<file path="src/design/wide_binary_to_decimal_unit_defines.svh">
// Assertion macros shared by the wide binary to decimal unit.
`ifndef WIDE_BINARY_TO_DECIMAL_UNIT_DEFINES_SVH
`define WIDE_BINARY_TO_DECIMAL_UNIT_DEFINES_SVH

`ifndef NO_ASSERTIONS

// The consequent must hold in the same cycle as the antecedent.
`define WBD_ASSERT_SAME(label, clk, rst_n, ante, cons) \
	label: assert property (@(posedge clk) disable iff (!rst_n) (ante) |-> (cons)) \
		else $error("wide_binary_to_decimal_unit: assertion failed");

// The consequent must hold in the cycle after the antecedent.
`define WBD_ASSERT_NEXT(label, clk, rst_n, ante, cons) \
	label: assert property (@(posedge clk) disable iff (!rst_n) (ante) |=> (cons)) \
		else $error("wide_binary_to_decimal_unit: assertion failed");

`else

`define WBD_ASSERT_SAME(label, clk, rst_n, ante, cons)
`define WBD_ASSERT_NEXT(label, clk, rst_n, ante, cons)

`endif

`endif

</file>
<file path="src/design/wbd_pkg.sv">
// Shared types and constants of the wide binary to decimal unit.
`timescale 1ns / 1ps
`default_nettype none

package wbd_pkg;

	// Default width of the converted integer.
	localparam int VALUE_WIDTH_DEF = 128;

	// Width of one BCD digit.
	localparam int DIGIT_W = 4;

	// ASCII codes of the emitted characters.
	localparam logic [7:0] CHAR_ZERO  = 8'd48;
	localparam logic [7:0] CHAR_MINUS = 8'd45;

	// Sequencer of the top level.
	typedef enum logic [1:0] {
		TOP_IDLE,
		TOP_CONV,
		TOP_EMIT
	} top_state_t;

	// Sequencer of the character emitter.
	typedef enum logic [1:0] {
		EM_IDLE,
		EM_SKIP,
		EM_SIGN,
		EM_DIGIT
	} emit_state_t;

	// Command from the top level to the character emitter.
	typedef struct packed {
		logic start;
		logic neg;
	} emit_cmd_t;

endpackage

`default_nettype wire

</file>
<file path="src/design/wbd_dabble.sv">
// Bit-serial double dabble converter from a binary magnitude to packed BCD.
`timescale 1ns / 1ps
`default_nettype none

module wbd_dabble #(
	parameter int VALUE_WIDTH = wbd_pkg::VALUE_WIDTH_DEF,
	parameter int DIGITS      = (VALUE_WIDTH * 30103) / 100000 + 1
) (
	input  wire logic                                  clk,
	input  wire logic                                  arst_n,
	input  wire logic                                  start,
	input  wire logic [VALUE_WIDTH-1:0]                mag,
	output logic                                       done,
	output logic      [DIGITS*wbd_pkg::DIGIT_W-1:0]    bcd
);

	localparam int DW   = wbd_pkg::DIGIT_W;
	localparam int BcdW = DIGITS * DW;
	localparam int CntW = $clog2(VALUE_WIDTH + 1);

	logic [VALUE_WIDTH-1:0] bin_q;
	logic [BcdW-1:0]        bcd_q;
	logic [BcdW-1:0]        adj;
	logic [CntW-1:0]        cnt_q;
	logic                   busy_q;
	logic                   done_q;

	// Each digit of five or more gets three added before the shift.
	for (genvar g = 0; g < DIGITS; g++) begin : g_adj
		assign adj[g*DW +: DW] = (bcd_q[g*DW +: DW] >= DW'(5)) ?
			bcd_q[g*DW +: DW] + DW'(3) : bcd_q[g*DW +: DW];
	end

	// Bit counter and completion pulse.
	always_ff @(posedge clk or negedge arst_n) begin
		if (!arst_n) begin
			busy_q <= 1'b0;
			cnt_q  <= '0;
			done_q <= 1'b0;
		end else begin
			done_q <= busy_q && (cnt_q == CntW'(1));
			if (start) begin
				busy_q <= 1'b1;
				cnt_q  <= CntW'(VALUE_WIDTH);
			end else if (busy_q) begin
				cnt_q <= cnt_q - CntW'(1);
				if (cnt_q == CntW'(1)) begin
					busy_q <= 1'b0;
				end
			end
		end
	end

	// The magnitude shifts out MSB first into the adjusted BCD register.
	always_ff @(posedge clk) begin
		if (start) begin
			bin_q <= mag;
			bcd_q <= '0;
		end else if (busy_q) begin
			bcd_q <= {adj[BcdW-2:0], bin_q[VALUE_WIDTH-1]};
			bin_q <= bin_q << 1;
		end
	end

	assign done = done_q;
	assign bcd  = bcd_q;

endmodule

`default_nettype wire

</file>
<file path="src/design/wbd_emit.sv">
// Character emitter: drops leading zeros and sends the sign and digits as ASCII.
`timescale 1ns / 1ps
`default_nettype none

module wbd_emit #(
	parameter int DIGITS = (wbd_pkg::VALUE_WIDTH_DEF * 30103) / 100000 + 1
) (
	input  wire logic                               clk,
	input  wire logic                               arst_n,
	input  wire wbd_pkg::emit_cmd_t                 cmd,
	input  wire logic [DIGITS*wbd_pkg::DIGIT_W-1:0] bcd,
	output logic                                    busy,
	output logic                                    out_valid,
	input  wire logic                               out_stall,
	output logic      [7:0]                         character,
	output logic                                    last_char
);

	localparam int DW   = wbd_pkg::DIGIT_W;
	localparam int BcdW = DIGITS * DW;
	localparam int RemW = $clog2(DIGITS + 1);

	wbd_pkg::emit_state_t state_q;
	wbd_pkg::emit_state_t state_d;

	logic [BcdW-1:0] dig_q;
	logic [RemW-1:0] rem_q;
	logic            neg_q;
	logic [DW-1:0]   top_digit;
	logic            top_zero;
	logic            rem_one;
	logic            shift_en;

	assign top_digit = dig_q[BcdW-1 -: DW];
	assign top_zero  = (top_digit == '0);
	assign rem_one   = (rem_q == RemW'(1));

	// Next state.
	always_comb begin
		state_d = state_q;
		unique case (state_q)
			wbd_pkg::EM_IDLE: begin
				if (cmd.start) begin
					state_d = wbd_pkg::EM_SKIP;
				end
			end
			wbd_pkg::EM_SKIP: begin
				if (!top_zero || rem_one) begin
					state_d = neg_q ? wbd_pkg::EM_SIGN : wbd_pkg::EM_DIGIT;
				end
			end
			wbd_pkg::EM_SIGN: begin
				if (!out_stall) begin
					state_d = wbd_pkg::EM_DIGIT;
				end
			end
			wbd_pkg::EM_DIGIT: begin
				if (!out_stall && rem_one) begin
					state_d = wbd_pkg::EM_IDLE;
				end
			end
			default: begin
				state_d = wbd_pkg::EM_IDLE;
			end
		endcase
	end

	// Outputs and digit shift enable.
	always_comb begin
		out_valid = 1'b0;
		last_char = 1'b0;
		shift_en  = 1'b0;
		character = wbd_pkg::CHAR_ZERO + {{(8-DW){1'b0}}, top_digit};
		unique case (state_q)
			wbd_pkg::EM_IDLE: begin
				shift_en = 1'b0;
			end
			wbd_pkg::EM_SKIP: begin
				shift_en = top_zero && !rem_one;
			end
			wbd_pkg::EM_SIGN: begin
				out_valid = 1'b1;
				character = wbd_pkg::CHAR_MINUS;
			end
			wbd_pkg::EM_DIGIT: begin
				out_valid = 1'b1;
				last_char = rem_one;
				shift_en  = !out_stall;
			end
			default: begin
				shift_en = 1'b0;
			end
		endcase
	end

	// State and remaining digit count.
	always_ff @(posedge clk or negedge arst_n) begin
		if (!arst_n) begin
			state_q <= wbd_pkg::EM_IDLE;
			rem_q   <= '0;
		end else begin
			state_q <= state_d;
			if (cmd.start) begin
				rem_q <= RemW'(DIGITS);
			end else if (shift_en) begin
				rem_q <= rem_q - RemW'(1);
			end
		end
	end

	// Digit shift register, most significant digit at the top.
	always_ff @(posedge clk) begin
		if (cmd.start) begin
			dig_q <= bcd;
			neg_q <= cmd.neg;
		end else if (shift_en) begin
			dig_q <= {dig_q[BcdW-DW-1:0], {DW{1'b0}}};
		end
	end

	assign busy = (state_q != wbd_pkg::EM_IDLE);

endmodule

`default_nettype wire

</file>
<file path="src/design/wide_binary_to_decimal_unit.sv">
// Top level of the wide binary to decimal unit.
// Converts one integer of VALUE_WIDTH bits, taken from value_high:value_low and
// read as two's complement when value_signed is set, into its decimal ASCII text,
// most significant character first, with a leading '-' for negative values and
// no leading zeros; last_char marks the final character. One number is handled
// at a time. A number first passes through the bit-serial double dabble shift;
// then leading zero digits are dropped to find the first digit, each character
// is sent, and the unit hands back to the input. The BCD shift takes one bit
// per cycle, and the output shift one digit per cycle while out_stall is low.
`timescale 1ns / 1ps
`default_nettype none

module wide_binary_to_decimal_unit #(
	parameter int VALUE_WIDTH = wbd_pkg::VALUE_WIDTH_DEF
) (
	input  wire logic        clk,
	input  wire logic        arst_n,
	input  wire logic        in_valid,
	output logic             in_stall,
	input  wire logic [63:0] value_low,
	input  wire logic [63:0] value_high,
	input  wire logic        value_signed,
	output logic             out_valid,
	input  wire logic        out_stall,
	output logic      [7:0]  character,
	output logic             last_char
);

`include "wide_binary_to_decimal_unit_defines.svh"

	localparam int DIGITS = (VALUE_WIDTH * 30103) / 100000 + 1;
	localparam int BcdW   = DIGITS * wbd_pkg::DIGIT_W;

	wbd_pkg::top_state_t state_q;
	wbd_pkg::top_state_t state_d;
	wbd_pkg::emit_cmd_t  emit_cmd;

	logic [127:0]             value_all;
	logic [VALUE_WIDTH-1:0]   value_w;
	logic [VALUE_WIDTH-1:0]   mag;
	logic                     neg;
	logic                     neg_q;
	logic                     conv_start;
	logic                     conv_done;
	logic [BcdW-1:0]          bcd;
	logic                     emit_busy;

	// Magnitude of the incoming value; bits above the width are ignored.
	assign value_all = {value_high, value_low};
	assign value_w   = value_all[VALUE_WIDTH-1:0];
	assign neg       = value_signed && value_w[VALUE_WIDTH-1];
	assign mag       = neg ? (~value_w + VALUE_WIDTH'(1)) : value_w;

	// Next state.
	always_comb begin
		state_d = state_q;
		unique case (state_q)
			wbd_pkg::TOP_IDLE: begin
				if (in_valid) begin
					state_d = wbd_pkg::TOP_CONV;
				end
			end
			wbd_pkg::TOP_CONV: begin
				if (conv_done) begin
					state_d = wbd_pkg::TOP_EMIT;
				end
			end
			wbd_pkg::TOP_EMIT: begin
				if (!emit_busy) begin
					state_d = wbd_pkg::TOP_IDLE;
				end
			end
			default: begin
				state_d = wbd_pkg::TOP_IDLE;
			end
		endcase
	end

	// Handshake and unit start signals.
	always_comb begin
		in_stall       = 1'b1;
		conv_start     = 1'b0;
		emit_cmd.start = 1'b0;
		emit_cmd.neg   = neg_q;
		unique case (state_q)
			wbd_pkg::TOP_IDLE: begin
				in_stall   = 1'b0;
				conv_start = in_valid;
			end
			wbd_pkg::TOP_CONV: begin
				emit_cmd.start = conv_done;
			end
			wbd_pkg::TOP_EMIT: begin
				in_stall = 1'b1;
			end
			default: begin
				in_stall = 1'b1;
			end
		endcase
	end

	// Sequencer state.
	always_ff @(posedge clk or negedge arst_n) begin
		if (!arst_n) begin
			state_q <= wbd_pkg::TOP_IDLE;
		end else begin
			state_q <= state_d;
		end
	end

	// Sign of the accepted transaction, held for the emitter.
	always_ff @(posedge clk) begin
		if (conv_start) begin
			neg_q <= neg;
		end
	end

	wbd_dabble #(
		.VALUE_WIDTH (VALUE_WIDTH),
		.DIGITS      (DIGITS)
	) u_dabble (
		.clk    (clk),
		.arst_n (arst_n),
		.start  (conv_start),
		.mag    (mag),
		.done   (conv_done),
		.bcd    (bcd)
	);

	wbd_emit #(
		.DIGITS (DIGITS)
	) u_emit (
		.clk       (clk),
		.arst_n    (arst_n),
		.cmd       (emit_cmd),
		.bcd       (bcd),
		.busy      (emit_busy),
		.out_valid (out_valid),
		.out_stall (out_stall),
		.character (character),
		.last_char (last_char)
	);

	// Characters are only offered while the sequencer is in its emit phase.
	`WBD_ASSERT_SAME(a_out_in_emit, clk, arst_n, out_valid, state_q == wbd_pkg::TOP_EMIT)
	// The conversion finishes only while the sequencer waits for it.
	`WBD_ASSERT_SAME(a_done_in_conv, clk, arst_n, conv_done, state_q == wbd_pkg::TOP_CONV)
	// No new transaction is taken while characters are still pending.
	`WBD_ASSERT_SAME(a_stall_busy, clk, arst_n, emit_busy, in_stall)
	// Nothing follows the last character of a number.
	`WBD_ASSERT_NEXT(a_last_ends, clk, arst_n, out_valid && !out_stall && last_char, !out_valid)

endmodule

`default_nettype wire

</file>
<file path="config.mk">
export PLATFORM = sky130hd
export DESIGN_NAME = wide_binary_to_decimal_unit
export DESIGN_NICKNAME = d
export VERILOG_FILES = /design/src/design/wbd_pkg.sv /design/src/design/wbd_dabble.sv /design/src/design/wbd_emit.sv /design/src/design/wide_binary_to_decimal_unit.sv
export VERILOG_INCLUDE_DIRS = /design/src /design/src/design
export SDC_FILE = /design/constraint.sdc
export NUM_CORES = 1
export LEC_CHECK = 0
export BUFFER_PORTS_ARGS = -buffer_cell sky130_fd_sc_hd__buf_4
export CAP_MARGIN = 0
export CORE_MARGIN = 5
export CORE_UTILIZATION = 40
export DETAILED_ROUTE_END_ITERATION = 10
export GPL_TIMING_DRIVEN = 0
export HOLD_SLACK_MARGIN = 0.05
export PLACE_DENSITY_LB_ADDON = 0.08
export SETUP_SLACK_MARGIN = 0.2
export SYNTH_ARGS = -nofsm -noshare
export SYNTH_HDL_FRONTEND = slang
export SYNTH_SLANG_ARGS = --single-unit
</file>
<file path="constraint.sdc">
create_clock -name clk -period 6.5 [get_ports clk]
set_clock_uncertainty 0.15 [all_clocks]
set_input_delay 0.325 -clock clk [delete_from_list [all_inputs] [get_ports clk]]
set_output_delay 0.325 -clock clk [all_outputs]
set_load 0.05 [all_outputs]
</file>
Word-level counts from Yosys, hierarchy flattened
Cells that the tools add are included.

storage, ports and cells
  output and inout port bits = 11
  input bits = 133
  bits in registers = 462
  logic and storage cells = 193

cells by class
  magnitude comparators = 39
  reductions and logical operators = 17
  bitwise gates (word level) = 1
  add/sub/neg operators = 43
  multiplexer cells = 68
  eq/ne operators = 14

operators by type and width
  cell                     number
  $mux 128                 3
  $mux 156                 2
  $ge 4x3->1 const B       39
  $add 4x2->4 const B      38
  $mux 4                   38
  $add 128x1->128 const B  1
  $not 128->128            1
  $mux 8                   3
  $mux 2                   7
  $mux 6                   2
  $mux 1                   9
  $eq 8x1->1 const B       1
  $ne 2x2->1 const B       4
  $pmux 2 s4               1
  $sub 8x1->8 const B      1
  $add 6x4->7 const A      1
  $eq 2x2->1 const B       3
  $eq 6x1->1 const B       1
  $ne 2x1->1 const B       3
  $pmux 2 s3               1
  $reduce_bool 2->1        3
  $sub 6x1->6 const B      1
  $eq 2x1->1 const B       2
  $logic_and 1x1->1        4
  other kinds (10)         13

Logic depth before layout (Yosys ltp)
  depth in word-level cells = 6
  gate-level depth with buffers = 11
  depth with buffers taken out = 9

Hierarchy
From an unflattened synthesis, not the netlist that was laid out.

unflattened totals
  cells, all modules = 2462
  area total of the unflattened synthesis = 25997.4 um^2

by module, submodules not included
  module                       cells each  seq. area each (um^2)  area an instance (um^2)  instances
  wbd_dabble                   1502        7216.9                 15079.5                  1
  wbd_emit                     399         4914.7                 7185.6                   1
  wide_binary_to_decimal_unit  561         80.1                   3732.3                   1

Worst setup path after synthesis
Ideal clock, no wire load.

  kind = register -> register
  from = register u_emit.state_q[1]
  to = register u_emit.dig_q[0], enable pin
  period minus slack after synthesis = 5491 ps
  required time = 5806 ps
  stages on the path, launching flop included = 6
  slack = 1009 ps
  setup time = 544 ps
  buffers on the path = 0
  arrival time = 4797 ps
  path through = dfrtp_1 > inv_1 > ha_1 > and2_1 > a22o_1 > nand2b_1

on the way
  word-level cells in the longest chain between the ends = 3
  elaborated cells on any way between the ends = 4
  those cells by class = 2 x eq/ne; 1 x mux; 1 x reduce/logical

RTL lines
  item                                      RTL line         text
  start: declaration                        wbd_emit.sv:23   wbd_pkg::emit_state_t state_q;
  start signal: assignment                  wbd_emit.sv:99   state_q <= wbd_pkg::EM_IDLE;
  start signal: assignment                  wbd_emit.sv:102  state_q <= state_d;
  $eq 2x2->1 or $eq 2x1->1 (tied branches)  wbd_emit.sv:74   unique case (state_q)
  $pmux 1 s2 *                              wbd_emit.sv:74
  $reduce_bool 2->1 (no line) *             n/a
  end signal: assignment                    wbd_emit.sv:117  dig_q <= {dig_q[BcdW-DW-1:0], {DW{1'b0}}};
  end: declaration                          wbd_emit.sv:26   logic [BcdW-1:0] dig_q;

Every way passes the cells marked *; elsewhere a longest branch is shown, timed or not.
A chain may end at the register's enable or synchronous reset.

Worst setup path after layout
  from = input value_low[24]
  to = register u_dabble.bin_q[127] (data pin)

on the way
  word-level cells in the longest chain between the ends = 4

RTL lines
  item                    RTL line                           text
  start: declaration      wide_binary_to_decimal_unit.sv:20  input wire logic [63:0] value_low,
  $not 128->128           wide_binary_to_decimal_unit.sv:52  assign mag = neg ? (~value_w + VALUE_WIDTH'(1)) : value_w;
  $add 128x1->128         wide_binary_to_decimal_unit.sv:52
  $mux 128                wide_binary_to_decimal_unit.sv:52
  $mux 128                wbd_dabble.sv:56                   if (start) begin
  end signal: assignment  wbd_dabble.sv:57                   bin_q <= mag;
  end signal: assignment  wbd_dabble.sv:61                   bin_q <= bin_q << 1;
  end: declaration        wbd_dabble.sv:21                   logic [VALUE_WIDTH-1:0] bin_q;

Every way passes these cells.

==> impl_metrics.tcl <==
set metrics [dict create \
    cp-end-kind "flop" \
    syn_avg_cell_area_um2 8.962 \
    tightest_slew_ns 1.266 \
    die_area_um2 66120 \
    drv_slew 0 \
    netlist_area_um2 24430 \
    max_stage_delay_ns 0.86 \
    pwr-share-clk 0.232 \
    holdCritPathClass "primary input to flop" \
    cts_buffers 53 \
    setup_viol 0 \
    drive_above_1_share 0.08583 \
    ctsResizeCount 0 \
    cap_viol_max_count 0 \
    place_congestion 0.8991 \
    final_area_um2 29590 \
    fmax_ghz 0.2279 \
    arrival_ns 4.68 \
    status "completed" \
    vias 20620 \
    power.density_nw_per_um2 430.2 \
    yosysSeqAreaShare 0.4999 \
    die_w_um 257.1 \
    grt_max_degree 69 \
    dp.cells 3654 \
    area_growth_pct 21.11 \
    io_buffers 140 \
    initial_core_util 0.4040 \
    r2r_setup_slack_ns 2.40 \
    overflow 0 \
    gr-max-usage-layer "met2" \
    grtUsageMet3 0.02755 \
    p_int_uw 8033 \
    p_seq_frac 0.412 \
    worstSetupEndpoint "u_dabble.bin_q[127]" \
    synthXorXnorAreaFrac 0.07457 \
    synth_warnings 0 \
    viasPerCell 5.312 \
    slowest_stage "nor3_1" \
    crit_buf_inv 4 \
    critPathTopFamily "simple AND/OR/NAND/NOR gates" \
    wl_per_cell_um 18.16 \
    ir_drop_mv 0.2234 \
    placed_area_um2 26590 \
    use_met2 0.3425 \
    grt_pass1_vias 20075 \
    synth-adder-area-share 0.04507 \
    stdcell_count 3882 \
    setup_tns_ns 0 \
    synthCells 2726 \
    critical_path_class "primary input to flop" \
    timing.final.crit_share 0.6750 \
    cp_data_required_time_ns 6.79 \
    cts.sinks 462 \
    crit_path_start_kind "primary input" \
    grt_use_met1 0.2777 \
    synthMuxAreaShare 0.01767 \
    synthDistinctLibCells 48 \
    power_switching_uw 4694 \
    die_h_um 257.1 \
    num_rows 90 \
    pin_count 144 \
    coreArea_um2 60470 \
    clk_path_buf_depth 3 \
    dr.pass1.iters 5 \
    timing.hold.ws_ns 0.08131 \
    synth_edf_count 286 \
    grt_util_all_layers 0.2057 \
    fin_crit_ns 4.388 \
    worstPathCellList "dlygate4sd3_1 -> buf_4 -> or4_1 -> or4_1 -> clkbuf_1 -> nor3_1 -> nand3_1 -> clkbuf_1 -> o41ai_1 -> nand3_1 -> nand2_1" \
    antenna_found_initial 2 \
    synth-compound-area-share 0.1281 \
    path_clk_slew_ns 0.06 \
    hold_viol 0 \
    p_leak_uw 0.01205 \
    tritoncts "done" \
    synthSimpleGateAreaFrac 0.1964 \
    nNetsFinal 3276 \
    drc 0 \
    synth_top_family_by_area "simple AND/OR/NAND/NOR gates" \
    routed_wirelength_mm 70.48 \
    layout_setup_ws_ns 2.112 \
    async_flop_share 0.04329 \
    comb_power_share 0.356 \
    cp-startpoint "value_low[24]" \
    rsz0062_at_grt "no" \
    reg2reg_depth 7 \
    grt_pass1_wl_mm 110.7 \
    cp_num_cells 11 \
    htreeDepth 2 \
    switching_share 0.3688 \
    drtIter0Drc 1515 \
    r2r_end "u_dabble.bin_q[74]" \
    clkLatencyLatePin_ns 0.60 \
    cp_max_fo 10 \
    hpwl_mm 49.84 \
    post-place-ws_ns 1.609 \
    final_antenna_net_count 0 \
    relSlewSlack 0.1439 \
    synth_ff_type "edfxtp_1" \
    r2r-start "state_q[1]" \
    cts-root-buf "clkbuf_16" \
    ys_ff_latch 462 \
]
sequential cells by signal, summed over array words and instances (netlist names):
register         flops
u_emit.state_q       2
u_dabble.bcd       156
neg_q                1
u_emit.dig_q       156
u_dabble.cnt_q       8
u_dabble.busy_q      1
state_q              2
u_emit.rem_q         6
u_emit.neg_q         1
u_dabble.bin_q     128
u_dabble.done        1
what timing repair did:
action	4_1_cts	5_1_grt
hold buffers	127	0
hold endpoints to repair	147	0
buffers inserted	0	0
synth_stat cells, types with 20 or more instances:
master,number,share of area
nand2_1,556,0.085
o21ai_0,342,0.070
edfxtp_1,286,0.35
nor2_1,226,0.035
a21oi_1,190,0.039
dfxtp_1,156,0.13
clkbuf_1,130,0.020
xnor2_1,110,0.039
xor2_1,98,0.035
inv_1,95,0.015
ha_1,88,0.045
nor3_1,73,0.015
nand3_1,49,0.010
nand2b_1,46,0.012
mux2i_1,42,0.017
nor4_1,38,0.0097
or3_1,25,0.0064
or4_1,23,0.0071
or2_2,21,0.0054
dfrtp_1,20,0.020
layout make-up:
| cell class | count | area (µm²) |
|---|---|---|
| well taps | 782 | 978.4 |
| multi-input cells | 2025 | 11310 |
| diodes | 1 | 2.502 |
| flip-flops and latches | 462 | 12210 |
| clock buffers | 86 | 1600 |
| repair buffers | 273 | 2435 |
| inverters | 97 | 364.1 |
| plain buffers | 143 | 563.0 |
| clock inverters | 13 | 121.4 |
| fillers | 5704 | 30880 |
worst min-delay path by stage:
| stage | from | end | slack [ns] | depth (start not counted) |
|---|---|---|---|---|
| finish | value_low[62] | u_dabble.bin_q[62] | 0.08 | 4 |
| detailed placement | arst_n | u_dabble.cnt_q[7] | 0.09 | 1 |
| floorplan | arst_n | state_q[0] | -0.12 | 0 |
| global placement | arst_n | u_dabble.cnt_q[7] | 0.08 | 1 |
| global route | value_high[27] | u_dabble.bin_q[91] | 0.08 | 3 |
| CTS | value_low[62] | u_dabble.bin_q[62] | 0.05 | 4 |
worst reg2reg max path: stages (launching register included):
cell	delay (ns)
dfrtp_1	0.41
nor2_1	0.45
nand2_1	0.46
clkbuf_1	0.42
clkbuf_1	0.29
clkbuf_1	0.37
nand2_4	0.75
buf_16	0.40
metrics by stage:
step                  util  power, µW
floorplan                -       8505
global placement    0.4376       9649
detailed placement  0.4396       9757
CTS                 0.4891      12840
global route        0.4893      13740
finish              0.4893      12730
cells in the final DEF, fill, tap and decap left out, types with 5 or more instances in the layout:
| master | n |
|---|---|
| nand2_1 | 555 |
| o31ai_1 | 18 |
| clkinv_2 | 5 |
| dlygate4sd3_1 | 127 |
| nor3_1 | 73 |
| a31oi_1 | 17 |
| xor2_1 | 98 |
| clkbuf_16 | 53 |
| xnor2_1 | 110 |
| mux2i_1 | 42 |
| nand3_1 | 49 |
| edfxtp_1 | 286 |
| inv_1 | 95 |
| nand2b_1 | 45 |
| nand4_1 | 7 |
| or2_2 | 21 |
| buf_1 | 8 |
| or4_1 | 23 |
| ha_1 | 88 |
| dfrtp_1 | 20 |
| buf_4 | 143 |
| nor2_1 | 226 |
| nor4_1 | 38 |
| nor4b_1 | 6 |
| a21oi_1 | 190 |
| o21ai_0 | 342 |
| or3_1 | 25 |
| clkbuf_1 | 148 |
| dfxtp_1 | 156 |
| o41ai_1 | 13 |
| clkbuf_8 | 15 |
kinds of logic after synthesis:
kind of cell / count (synthesis)
flip-flops: 462
multiplexers: 43
AO/OA/AOI/OAI: 593
adder cells (fa/ha/maj): 88
XOR/XNOR: 208
other: 2
buffers and inverters: 240
AND/OR/NAND/NOR: 1090
metal layers:
| layer | vias to the layer above | routed length [µm] |
|---|---|---|
| li1 | 10101 | - |
| met1 | 9842 | 31870 |
| met2 | 546 | 33070 |
| met3 | 129 | 3375 |
| met4 | 2 | 2157 |
| met5 | - | 13 |
power by group through the flow:
stage	Sequential (µW)	Combinational [µW]	Clock, µW
3_5_place_dp	5270	4480	0
3_3_place_gp	5380	4270	0
6_report	5240	4530	2950
4_1_cts	5230	4570	3040
2_1_floorplan	5160	3350	0
5_1_grt	5370	5210	3150
(Power assumes the default switching activity.)
